## src/rtl/sed_pkg.sv

```systemverilog
package sed_pkg;

  localparam int unsigned BLOCK_MAX_DEF = 1024;
  localparam int unsigned BLOCK_MAX_W   = 17;

  localparam logic [15:0] THRESHOLD_RST     = 16'd1000;
  localparam logic [15:0] SILENCE_LIMIT_RST = 16'd1000;
  localparam logic [23:0] START_TIMEOUT_RST = 24'd80000;
  localparam logic [23:0] TOTAL_SAMPLES_RST = 24'd160000;

  localparam int unsigned CFG_ADDR_W = 2;
  localparam int unsigned CFG_DATA_W = 24;

  typedef enum logic {
    ACT_START = 1'b0,
    ACT_BLOCK = 1'b1
  } action_t;

  typedef enum logic [1:0] {
    REASON_NONE        = 2'd0,
    REASON_ALL_SAMPLES = 2'd1,
    REASON_SILENCE     = 2'd2,
    REASON_NO_SPEECH   = 2'd3
  } end_reason_t;

  typedef enum logic [CFG_ADDR_W-1:0] {
    REG_THRESHOLD     = 2'd0,
    REG_SILENCE_LIMIT = 2'd1,
    REG_START_TIMEOUT = 2'd2,
    REG_TOTAL_SAMPLES = 2'd3
  } reg_idx_t;

  typedef struct packed {
    logic [15:0] level_threshold;
    logic [15:0] silence_limit_ms;
    logic [23:0] start_timeout_samples;
    logic [23:0] total_samples;
  } sed_cfg_t;

  typedef struct packed {
    logic        turn_done;
    logic        started;
    logic        silent;
    logic        onset_marked;
    logic [31:0] silence_start_ms;
    logic [23:0] samples_done;
    logic [15:0] peak_level;
  } sed_state_t;

  typedef struct packed {
    action_t     action;
    logic [15:0] block_mean;
    logic [10:0] block_samples;
    logic [31:0] now_ms;
    logic        cloud_voice;
  } sed_item_t;

  typedef struct packed {
    logic        is_last;
    end_reason_t end_reason;
    logic        loud;
    logic        talk_started;
    logic        voice_onset;
    logic [15:0] peak_mean;
    logic        ignored;
  } sed_result_t;

  // input tdata layout, lowest field last
  typedef struct packed {
    logic [3:0]  pad;
    logic        cloud_voice;
    logic [31:0] now_ms;
    logic [10:0] block_samples;
    logic [15:0] block_mean;
  } sed_in_data_t;

  // output tdata layout, lowest field last
  typedef struct packed {
    logic [1:0]  pad;
    logic        ignored;
    logic [15:0] peak_mean;
    logic        voice_onset;
    logic        talk_started;
    logic        loud;
    end_reason_t end_reason;
  } sed_out_data_t;

endpackage

```

## src/rtl/sed_cfg_regs.sv

```systemverilog
module sed_cfg_regs (
  input  logic                               clk,
  input  logic                               rst_n,
  input  logic                               cfg_we,
  input  logic [sed_pkg::CFG_ADDR_W-1:0]     cfg_addr,
  input  logic [sed_pkg::CFG_DATA_W-1:0]     cfg_wdata,
  output sed_pkg::sed_cfg_t                  cfg
);
  import sed_pkg::*;

  sed_cfg_t cfg_r;

  always_ff @(posedge clk) begin
    if (!rst_n) begin
      cfg_r.level_threshold       <= THRESHOLD_RST;
      cfg_r.silence_limit_ms      <= SILENCE_LIMIT_RST;
      cfg_r.start_timeout_samples <= START_TIMEOUT_RST;
      cfg_r.total_samples         <= TOTAL_SAMPLES_RST;
    end else if (cfg_we) begin
      case (reg_idx_t'(cfg_addr))
        REG_THRESHOLD:     cfg_r.level_threshold       <= cfg_wdata[15:0];
        REG_SILENCE_LIMIT: cfg_r.silence_limit_ms      <= cfg_wdata[15:0];
        REG_START_TIMEOUT: cfg_r.start_timeout_samples <= cfg_wdata;
        REG_TOTAL_SAMPLES: cfg_r.total_samples         <= cfg_wdata;
        default: ;
      endcase
    end
  end

  assign cfg = cfg_r;

endmodule

```

## src/rtl/sed_decide.sv

```systemverilog
module sed_decide #(
  parameter int unsigned BLOCK_MAX = sed_pkg::BLOCK_MAX_DEF
) (
  input  sed_pkg::sed_cfg_t    cfg,
  input  sed_pkg::sed_state_t  st,
  input  sed_pkg::sed_item_t   item,
  output sed_pkg::sed_state_t  st_nxt,
  output sed_pkg::sed_result_t res
);
  import sed_pkg::*;

  localparam logic [BLOCK_MAX_W-1:0] BlockMaxW = BLOCK_MAX_W'(BLOCK_MAX);

  logic [10:0] count_blk;
  logic [23:0] count_24;
  logic [23:0] remaining;
  logic [23:0] count_c;
  logic [23:0] after;
  logic        loud;
  logic        all_taken;
  logic [31:0] silence_dur;

  // block size cap, then cap to what is still missing
  assign count_blk = (BLOCK_MAX_W'(item.block_samples) > BlockMaxW) ?
                     BlockMaxW[10:0] : item.block_samples;
  assign count_24  = {13'b0, count_blk};
  assign remaining = (st.samples_done < cfg.total_samples) ?
                     (cfg.total_samples - st.samples_done) : 24'd0;
  assign count_c   = (count_24 > remaining) ? remaining : count_24;
  assign after     = st.samples_done + count_c;
  assign all_taken = (after >= cfg.total_samples);
  assign loud      = (item.block_mean > cfg.level_threshold);
  // modulo 2^32 so a clock wrap is harmless
  assign silence_dur = item.now_ms - st.silence_start_ms;

  always_comb begin
    st_nxt = st;
    res    = '0;
    if (item.action == ACT_START) begin
      st_nxt = '0;
    end else if (st.turn_done) begin
      res.talk_started = st.started;
      res.peak_mean    = st.peak_level;
      res.ignored      = 1'b1;
    end else begin
      if (item.block_mean > st.peak_level) begin
        st_nxt.peak_level = item.block_mean;
      end
      if (item.cloud_voice && !st.started) begin
        st_nxt.started          = 1'b1;
        st_nxt.silent           = 1'b0;
        st_nxt.silence_start_ms = '0;
      end
      if (all_taken) begin
        res.is_last    = 1'b1;
        res.end_reason = REASON_ALL_SAMPLES;
      end
      if (loud) begin
        res.loud = 1'b1;
        if (!st.onset_marked) begin
          st_nxt.onset_marked = 1'b1;
          res.voice_onset     = 1'b1;
        end
        st_nxt.started          = 1'b1;
        st_nxt.silent           = 1'b0;
        st_nxt.silence_start_ms = '0;
      end else if (!st_nxt.silent) begin
        st_nxt.silent           = 1'b1;
        st_nxt.silence_start_ms = item.now_ms;
      end else if (st_nxt.started) begin
        if (silence_dur >= {16'b0, cfg.silence_limit_ms}) begin
          res.is_last = 1'b1;
          if (!all_taken) begin
            res.end_reason = REASON_SILENCE;
          end
        end
      end else if (after >= cfg.start_timeout_samples) begin
        res.is_last = 1'b1;
        if (!all_taken) begin
          res.end_reason = REASON_NO_SPEECH;
        end
      end
      st_nxt.samples_done = after;
      st_nxt.turn_done    = res.is_last;
      res.talk_started    = st_nxt.started;
      res.peak_mean       = st_nxt.peak_level;
    end
  end

endmodule

```

## src/rtl/speech_endpoint_detector_top.sv

```systemverilog
// End-of-turn detector for one spoken turn. Each input item is either a
// start-turn command (tuser 0, clears all turn state) or one audio block
// (tuser 1) with its mean level, sample count, millisecond time and the
// recognizer's text flag; every item yields exactly one result item, with
// tlast set on the block that ends the turn and the end reason in tdata.
// Items are taken every cycle when the output side keeps up: an input
// register feeds a single decision stage that updates the turn state and
// loads the output register, so each item passes the input register and then
// the output register on its way out, and throughput is one item per clock.
// While out_tready stays low the output register and the input register
// each hold one item, and in_tready drops until the output drains; in_tready
// is also low during reset. Blocks arriving after the turn ended come back
// with the ignored flag set and change nothing.
// Configuration registers are written through cfg_* and must only be
// changed while no item is in flight.
module speech_endpoint_detector_top #(
  parameter int unsigned BLOCK_MAX = sed_pkg::BLOCK_MAX_DEF
) (
  input  logic                           clk,
  input  logic                           rst_n,
  input  logic                           in_tvalid,
  output logic                           in_tready,
  // [15:0] block_mean, [26:16] block_samples, [58:27] now_ms, [59] cloud_voice
  input  logic [63:0]                    in_tdata,
  // [0] action
  input  logic                           in_tuser,
  output logic                           out_tvalid,
  input  logic                           out_tready,
  // [1:0] end_reason, [2] loud, [3] talk_started, [4] voice_onset,
  // [20:5] peak_mean, [21] ignored
  output logic [23:0]                    out_tdata,
  // is_last
  output logic                           out_tlast,
  input  logic                           cfg_we,
  input  logic [sed_pkg::CFG_ADDR_W-1:0] cfg_addr,
  input  logic [sed_pkg::CFG_DATA_W-1:0] cfg_wdata
);
  import sed_pkg::*;

  sed_cfg_t      cfg;
  sed_state_t    st_r;
  sed_state_t    st_nxt;
  sed_item_t     item_r;
  sed_result_t   res;
  sed_result_t   res_r;
  sed_in_data_t  in_data;
  sed_out_data_t out_data;
  logic          s1_valid_r;
  logic          out_valid_r;
  logic          adv;

  sed_cfg_regs u_cfg (
    .clk       (clk),
    .rst_n     (rst_n),
    .cfg_we    (cfg_we),
    .cfg_addr  (cfg_addr),
    .cfg_wdata (cfg_wdata),
    .cfg       (cfg)
  );

  sed_decide #(
    .BLOCK_MAX (BLOCK_MAX)
  ) u_decide (
    .cfg    (cfg),
    .st     (st_r),
    .item   (item_r),
    .st_nxt (st_nxt),
    .res    (res)
  );

  assign in_data   = sed_in_data_t'(in_tdata);
  // decision stage moves when the output register is free or being drained
  assign adv       = s1_valid_r && (!out_valid_r || out_tready);
  assign in_tready = rst_n && (!s1_valid_r || adv);

  always_ff @(posedge clk) begin
    if (!rst_n) begin
      s1_valid_r  <= 1'b0;
      out_valid_r <= 1'b0;
      st_r        <= '0;
    end else begin
      if (in_tready) begin
        s1_valid_r <= in_tvalid;
      end
      if (adv) begin
        st_r        <= st_nxt;
        out_valid_r <= 1'b1;
      end else if (out_tready) begin
        out_valid_r <= 1'b0;
      end
    end
  end

  always_ff @(posedge clk) begin
    if (in_tvalid && in_tready) begin
      item_r.action        <= action_t'(in_tuser);
      item_r.block_mean    <= in_data.block_mean;
      item_r.block_samples <= in_data.block_samples;
      item_r.now_ms        <= in_data.now_ms;
      item_r.cloud_voice   <= in_data.cloud_voice;
    end
    if (adv) begin
      res_r <= res;
    end
  end

  always_comb begin
    out_data              = '0;
    out_data.end_reason   = res_r.end_reason;
    out_data.loud         = res_r.loud;
    out_data.talk_started = res_r.talk_started;
    out_data.voice_onset  = res_r.voice_onset;
    out_data.peak_mean    = res_r.peak_mean;
    out_data.ignored      = res_r.ignored;
  end

  assign out_tvalid = out_valid_r;
  assign out_tdata  = out_data;
  assign out_tlast  = res_r.is_last;

endmodule

```

## config.mk

```make
export PLATFORM = sky130hd
export DESIGN_NAME = speech_endpoint_detector_top
export DESIGN_NICKNAME = d
export VERILOG_FILES = /design/src/rtl/sed_pkg.sv /design/src/rtl/sed_cfg_regs.sv /design/src/rtl/sed_decide.sv /design/src/rtl/speech_endpoint_detector_top.sv
export SDC_FILE = /design/constraint.sdc
export NUM_CORES = 1
export LEC_CHECK = 0
export ABC_AREA = 1
export ABC_CLOCK_PERIOD_IN_PS = 8800
export BUFFER_PORTS_ARGS = -buffer_cell sky130_fd_sc_hd__buf_2
export CORE_MARGIN = 2
export CORE_UTILIZATION = 40
export DETAILED_ROUTE_END_ITERATION = 6
export GPL_TIMING_DRIVEN = 1
export PLACE_DENSITY_LB_ADDON = 0.1
export SLEW_MARGIN = 20
export SYNTH_ARGS = -nofsm -noshare
export SYNTH_HDL_FRONTEND = slang
export SYNTH_SLANG_ARGS = --single-unit
export TNS_END_PERCENT = 30
```

## constraint.sdc

```tcl
create_clock -name clk -period 8.8 [get_ports clk]
set_clock_uncertainty 0.1 [all_clocks]
set_input_delay 0.44 -clock clk [delete_from_list [all_inputs] [get_ports clk]]
set_output_delay 0.44 -clock clk [all_outputs]
set_load 0.01 [all_outputs]
```

After elaboration in Yosys (flattened, before gate mapping)

Index checks and enable logic that the tools add are counted.

Bits in registers: 242
Input port bits: 96
Output and inout bits: 27
Logic and storage cells: 94

$add $sub $neg: 3
Magnitude comparators: 8
Equal/unequal tests: 6
Multiplexer cells: 30
Bitwise gates (word level): 2
Reduce and logical (&&, ||, !) cells: 20

Operator list:

| operator               | number |
|---|---|
| $mux W76               | 2 |
| $mux W32               | 3 |
| $ge A24 B24 Y1         | 2 |
| $mux W24               | 2 |
| $ge A32 B16 Y1         | 1 |
| $gt A16 B16 Y1         | 2 |
| $mux W16               | 2 |
| $sub A32 B32 Y32       | 1 |
| $add A24 B24 Y24       | 1 |
| $gt A11 B24 Y1         | 1 |
| $lt A24 B24 Y1         | 1 |
| $sub A24 B24 Y24       | 1 |
| $mux W3                | 6 |
| $gt A11 B11 Y1 const B | 1 |
| $mux W11               | 1 |
| $mux W2                | 5 |
| $reduce_and A2 Y1      | 5 |
| $mux W1                | 9 |
| $reduce_and A3 Y1      | 2 |
| $eq A2 B2 Y1 const B   | 2 |
| $logic_and A1 B1 Y1    | 4 |
| $ne A4 B2 Y1 const B   | 1 |
| $logic_not A1 Y1       | 3 |
| $reduce_or A3 Y1       | 1 |
| other kinds (8)        | 10 |

Depth between registers and ports, before layout

Depth in word-level cells: 14
Gate-level depth with buffers: 55
Depth with buffers taken out: 53

Hierarchy

Synthesis repeated with hierarchy kept, for this count alone.

Cell total of the unflattened synthesis: 2727
Area total of the unflattened synthesis: 18464.0 um^2

Modules (own cells, without submodules):

| module                       | times used | cells an instance | area an instance (um^2) | seq. area each (um^2) |
|---|---|---|---|---|
| sed_decide                   | 1          | 1655              | 9150.0                  | 0.0 |
| speech_endpoint_detector_top | 1          | 599               | 6022.0                  | 4083.9 |
| sed_cfg_regs                 | 1          | 473               | 3291.9                  | 1601.5 |

Least setup slack after synthesis

Ideal clock, no wire load.

Path type: register to register
Start point: register u_cfg.cfg_r, in the netlist u_cfg.cfg[0]
End point: register res_r, in the netlist out_tlast, data pin
Library setup time: 266 ps
Arrival: 5997 ps
Required time: 8434 ps
Slack: 2437 ps
Cell stages (with the launch flop): 55
Buffers on the path: 2
Clock period less this slack: 6363 ps
Path through: dfxtp_1 inv_1 ha_1 inv_1 fa_1 nand2_1 clkinv_1 nand2_1 nand2_2 a21oi_4 o21ai_4 nand2_2 nand3_4 nand2_4 buf_6 nor3_1 inv_1 ha_1 [19 not listed] nand2_1 nand2_1 nand2_1 nand2_1 nand2_1 nand2_1 xor2_1 ha_1 nand2_1 inv_1 o21ai_0 a21oi_1 a2111oi_0 nand4_1 inv_1 o21ai_0 nand2_1 nor2_1

Word-level cells in the longest chain between the ends: 11
Elaborated cells on any way between the ends: 14
Classes of those cells: 2 x add/sub; 4 x order compare; 8 x mux

RTL lines:

| element                                                   | line                                | source |
|---|---|---|
| from (decl)                                               | sed_cfg_regs.sv:11                  | `sed_cfg_t cfg_r;` |
| $sub A24 B24 Y24 / $lt A24 B24 Y1 (equally long branches) | sed_decide.sv:28, sed_decide.sv:27  |  |
| $mux W24                                                  | sed_decide.sv:27                    | `assign remaining = (st.samples_done < cfg.total_samples) ?` |
| $gt A11 B24 Y1                                            | sed_decide.sv:29                    | `assign count_c = (count_24 > remaining) ? remaining : count_24;` |
| $mux W24                                                  | sed_decide.sv:29                    |  |
| $add A24 B24 Y24                                          | sed_decide.sv:30                    | `assign after = st.samples_done + count_c;` |
| $ge A24 B24 Y1                                            | sed_decide.sv:31                    | `assign all_taken = (after >= cfg.total_samples);` |
| $mux W3                                                   | sed_decide.sv:54                    | `if (all_taken) begin` |
| $mux W3 (on tied branches)                                | sed_decide.sv:77, sed_decide.sv:71  |  |
| $mux W3                                                   | sed_decide.sv:70                    | `end else if (st_nxt.started) begin` |
| $mux W3                                                   | sed_decide.sv:67                    | `end else if (!st_nxt.silent) begin` |
| $mux W3 *                                                 | sed_decide.sv:58                    | `if (loud) begin` |
| to (signal assigned)                                      | speech_endpoint_detector_top.sv:103 | `res_r <= res;` |
| to (decl)                                                 | speech_endpoint_detector_top.sv:45  | `sed_result_t res_r;` |

Mark *: on every way between the ends. The rest lies on a longest branch, timed or not.
A chain may end at the register's enable or synchronous reset.

Worst setup path after layout

Ends and elaborated chain as after synthesis.

==> summary.txt <==
Global routing
  – Vias in the first global route: 14,200
  – GR Overflow Total: 0
  – Pin count of the biggest net entering global routing: 97
  – GRT Overall Usage: 20.8%
  – Initial antenna violation count: 4
  – First-pass GRT wire length: 73.3 mm

Critical path
  – R2r worst-path depth: 54
  – Crit-path slowest cell: fa_1
  – CP endpoint kind: flop
  – Most frequent CP cell: nand2_1
  – Crit Path Class: flop to flop
  – Levels on crit path: 54
  – Bufs and invs on worst path: 8
  – Largest stage delay, worst path: 460 ps
  – Crit path required time: 9000 ps
  – Critical Path Source Type: flop
  – Worst Path Arrival: 8090 ps
  – CP delay by family, top: simple AND/OR/NAND/NOR gates
  – CP Max Fanout: 17

Clocking
  – CTS Buf Count: 29
  – Htree depth: 1
  – CTS resizes: 0
  – TritonCTS clock tree: yes
  – Clock transition at path regs: 60 ps
  – Clk Latency, worst-skew pair: 580 ps
  – CTS Root Cell: clkbuf_16
  – Deepest clock path buffer count: 3
  – CTS sink count: 242

Power and ir drop
  – Combinational power share: 22.6%
  – Leak Pwr: 8.87 nW
  – Worst vdd ir: 0.000137 V
  – Pwr dens: 166 mW/mm²
  – Switching pwr: 0.978 mW
  – Power, Total: 3.18 mW
  – Net Sw Frac: 30.8%
  – Clk pwr share: 38.3%
  – Reg power frac: 39.0%
  – Int Pwr: 2.20 mW

Drt
  – Routed WL: 45.4 mm
  – Iteration-0 DRC Markers: 755
  – DRC violations left: 0
  – Vias: 14,900
  – Vias per cell: 4.97
  – Post-route ant nets: 0
  – DR WL/cell: 15.1 µm
  – First-pass detailed-route iteration total: 7

Synth
  – Avg Cell Area, Syn: 7.27 µm²
  – Top_reg_cell synth: dfxtp_1
  – Register area share after synthesis: 34.5%
  – #FFs+latches synth: 242
  – Post-synth EDFFs: 84
  – Mapped Area: 0.0165 mm²
  – Ys async rst share: 0%
  – Synth warnings: 0
  – Synth Instances: 2,267
  – Synth unique cells: 53

Finish
  – Layout fillers: 4,189
  – Final core utilization: 47.2%
  – Final Instance Count excl. Fillers: 2,996
  – Most common cell after layout, fill and taps aside: nand2_1
  – Register Area: 0.00569 mm²
  – Area taken by multi-input logic gates: 0.00921 mm²
  – Area Overhead vs Synth: 16.5%
  – Nets: 2,722
  – Layout cells sized above 1: 8.41%
  – Most frequent cells in the layout: nand2_1 (546), inv_1 (366), a21oi_1 (257)

Place
  – HPWL after DPL: 34.6 mm
  – Setup WS pre-CTS: 869 ps
  – Placed Instances: 2,876
  – GP Congestion: 0.924
  – Port Buffers: 116

Timing
  – Final Critical Period: 7890 ps
  – Actual slew at the worst max-slew pin: 1050 ps
  – RSZ-0062 raised after global routing: false
  – Rel. slew slack: 29.7%
  – Post-route setup slack: 907 ps
  – Fin. Hold Viols: 0
  – Period utilisation layout: 89.7%
  – Setup-failing EPs final: 0
  – Fmax: 127 MHz
  – Final slew viol count: 0
  – Total Neg Setup Slack: 0 ps

Floorplanning
  – Core box area: 0.0407 mm²
  – Ports: 123
  – Die Width: 207 µm
  – Row cnt: 74
  – Die area: 0.0429 mm²
  – Die H: 207 µm
  – Initial Utilization: 40.5%

Status
  – Status: complete, no violations

Hold path
  – Hold depth: 3
  – Tightest Hold Check Type: input pin to flop

Flow run
  – Max_cap viols: 0
==> power by group through the flow <==
| stage | combinational [mW] | clock (mW) | sequential [mW] |
|---|---|---|---|
| 3_5_place_dp | 0.697 | 0 | 1.27 |
| 5_1_grt | 0.821 | 1.30 | 1.25 |
| 3_3_place_gp | 0.686 | 0 | 1.27 |
| 4_1_cts | 0.723 | 1.26 | 1.24 |
| 2_1_floorplan | 0.503 | 0 | 1.26 |
| 6_report | 0.719 | 1.22 | 1.24 |
==> worst min-delay path, stage by stage <==
cell,delay [ps]
buf_2,110
nand2_1,50
o211ai_1,60
==> final timing paths <==
path | from | endpoint | slack (ps)
min reg2reg | st_r[53] | st_r[53] | 360
max reg2reg | u_cfg.cfg[0] | out_tlast | 910
min | cfg_wdata[16] | u_cfg.cfg[40] | 30
max | u_cfg.cfg[0] | out_tlast | 910
==> cells by family after synthesis <==
logic type	count (synthesis)	share of synthesized area (%)
adder cells (fa/ha/maj)	189	14.5
buffers and inverters	438	10.2
flip-flops	242	34.5
AND/OR/NAND/NOR	869	22.3
XOR/XNOR	47	2.50
AO/OA/AOI/OAI	481	16.1
other	1	0.0227
==> timing repair <==
action                                  4_1_cts  5_1_grt
hold buffers                                 62        0
endpoints found under the setup margin        0        0
endpoints found under the hold margin        62        0
buffers inserted                              0        0
==> state kept, by name (all words and copies together) (netlist names) <==
signal and flops:
u_cfg.cfg 80, st_r 76, item_r 61, out_tdata 22
out_tlast 1, out_tvalid 1, s1_valid_r 1
==> metrics by stage <==
stage	hold WS, ps	instance area, µm²
5_1_grt	21.5	19200
6_report	25.5	19200
3_5_place_dp	356	17600
3_3_place_gp	347	17600
4_1_cts	9.47	19200
2_1_floorplan	335	16500
==> cell type report <==
type                    count  area share [%]
diodes                      4          0.0521
clock buffers              40            3.99
clock inverters            14           0.970
inverters                 375            7.33
multi-input cells        1600            47.9
flip-flops and latches    242            29.6
well taps                 532            3.46
repair buffers            189            6.68
==> synth_stat cells (3+ instances only) <==
| master | number | area (µm²) |
|---|---|---|
| o21ai_2 | 4 | 35.0 |
| inv_1 | 367 | 1380 |
| xor2_1 | 36 | 315 |
| nand2_1 | 546 | 2050 |
| o221ai_1 | 6 | 52.6 |
| a21o_1 | 5 | 37.5 |
| dfxtp_1 | 158 | 3160 |
| a21oi_2 | 9 | 78.8 |
| xnor2_1 | 11 | 96.3 |
| nand2_2 | 4 | 25.0 |
| clkinv_1 | 3 | 11.3 |
| nand3_1 | 58 | 290 |
| o21ai_1 | 3 | 15.0 |
| nor3_1 | 18 | 90.1 |
| o21ai_0 | 143 | 716 |
| nor2_1 | 140 | 526 |
| o211ai_1 | 21 | 158 |
| or2_1 | 3 | 18.8 |
| fa_1 | 3 | 60.1 |
| inv_2 | 5 | 18.8 |
| nor4_1 | 3 | 18.8 |
| ha_1 | 186 | 2330 |
| nand4_1 | 78 | 488 |
| a211oi_1 | 5 | 37.5 |
| edfxtp_1 | 84 | 2520 |
| a21oi_1 | 257 | 1290 |
| o21bai_1 | 10 | 75.1 |
| buf_4 | 4 | 30.0 |
| clkbuf_1 | 56 | 210 |
| a31oi_1 | 5 | 31.3 |
| nand3b_1 | 5 | 37.5 |
| o21a_1 | 4 | 30.0 |
==> routing by layer <==
metal | global-route usage (%) | routed length [µm] | part of all wire (%) | vias to the layer above
li1 | - | - | - | 7838
met1 | 28.5 | 22200 | 49 | 6779
met2 | 35.0 | 20800 | 46 | 211
met3 | 2.06 | 1390 | 3.1 | 66
met4 | 5.49 | 1020 | 2.3 | 0
met5 | 0 | 0 | 0 | -
Power figures use the tool's default switching activity.
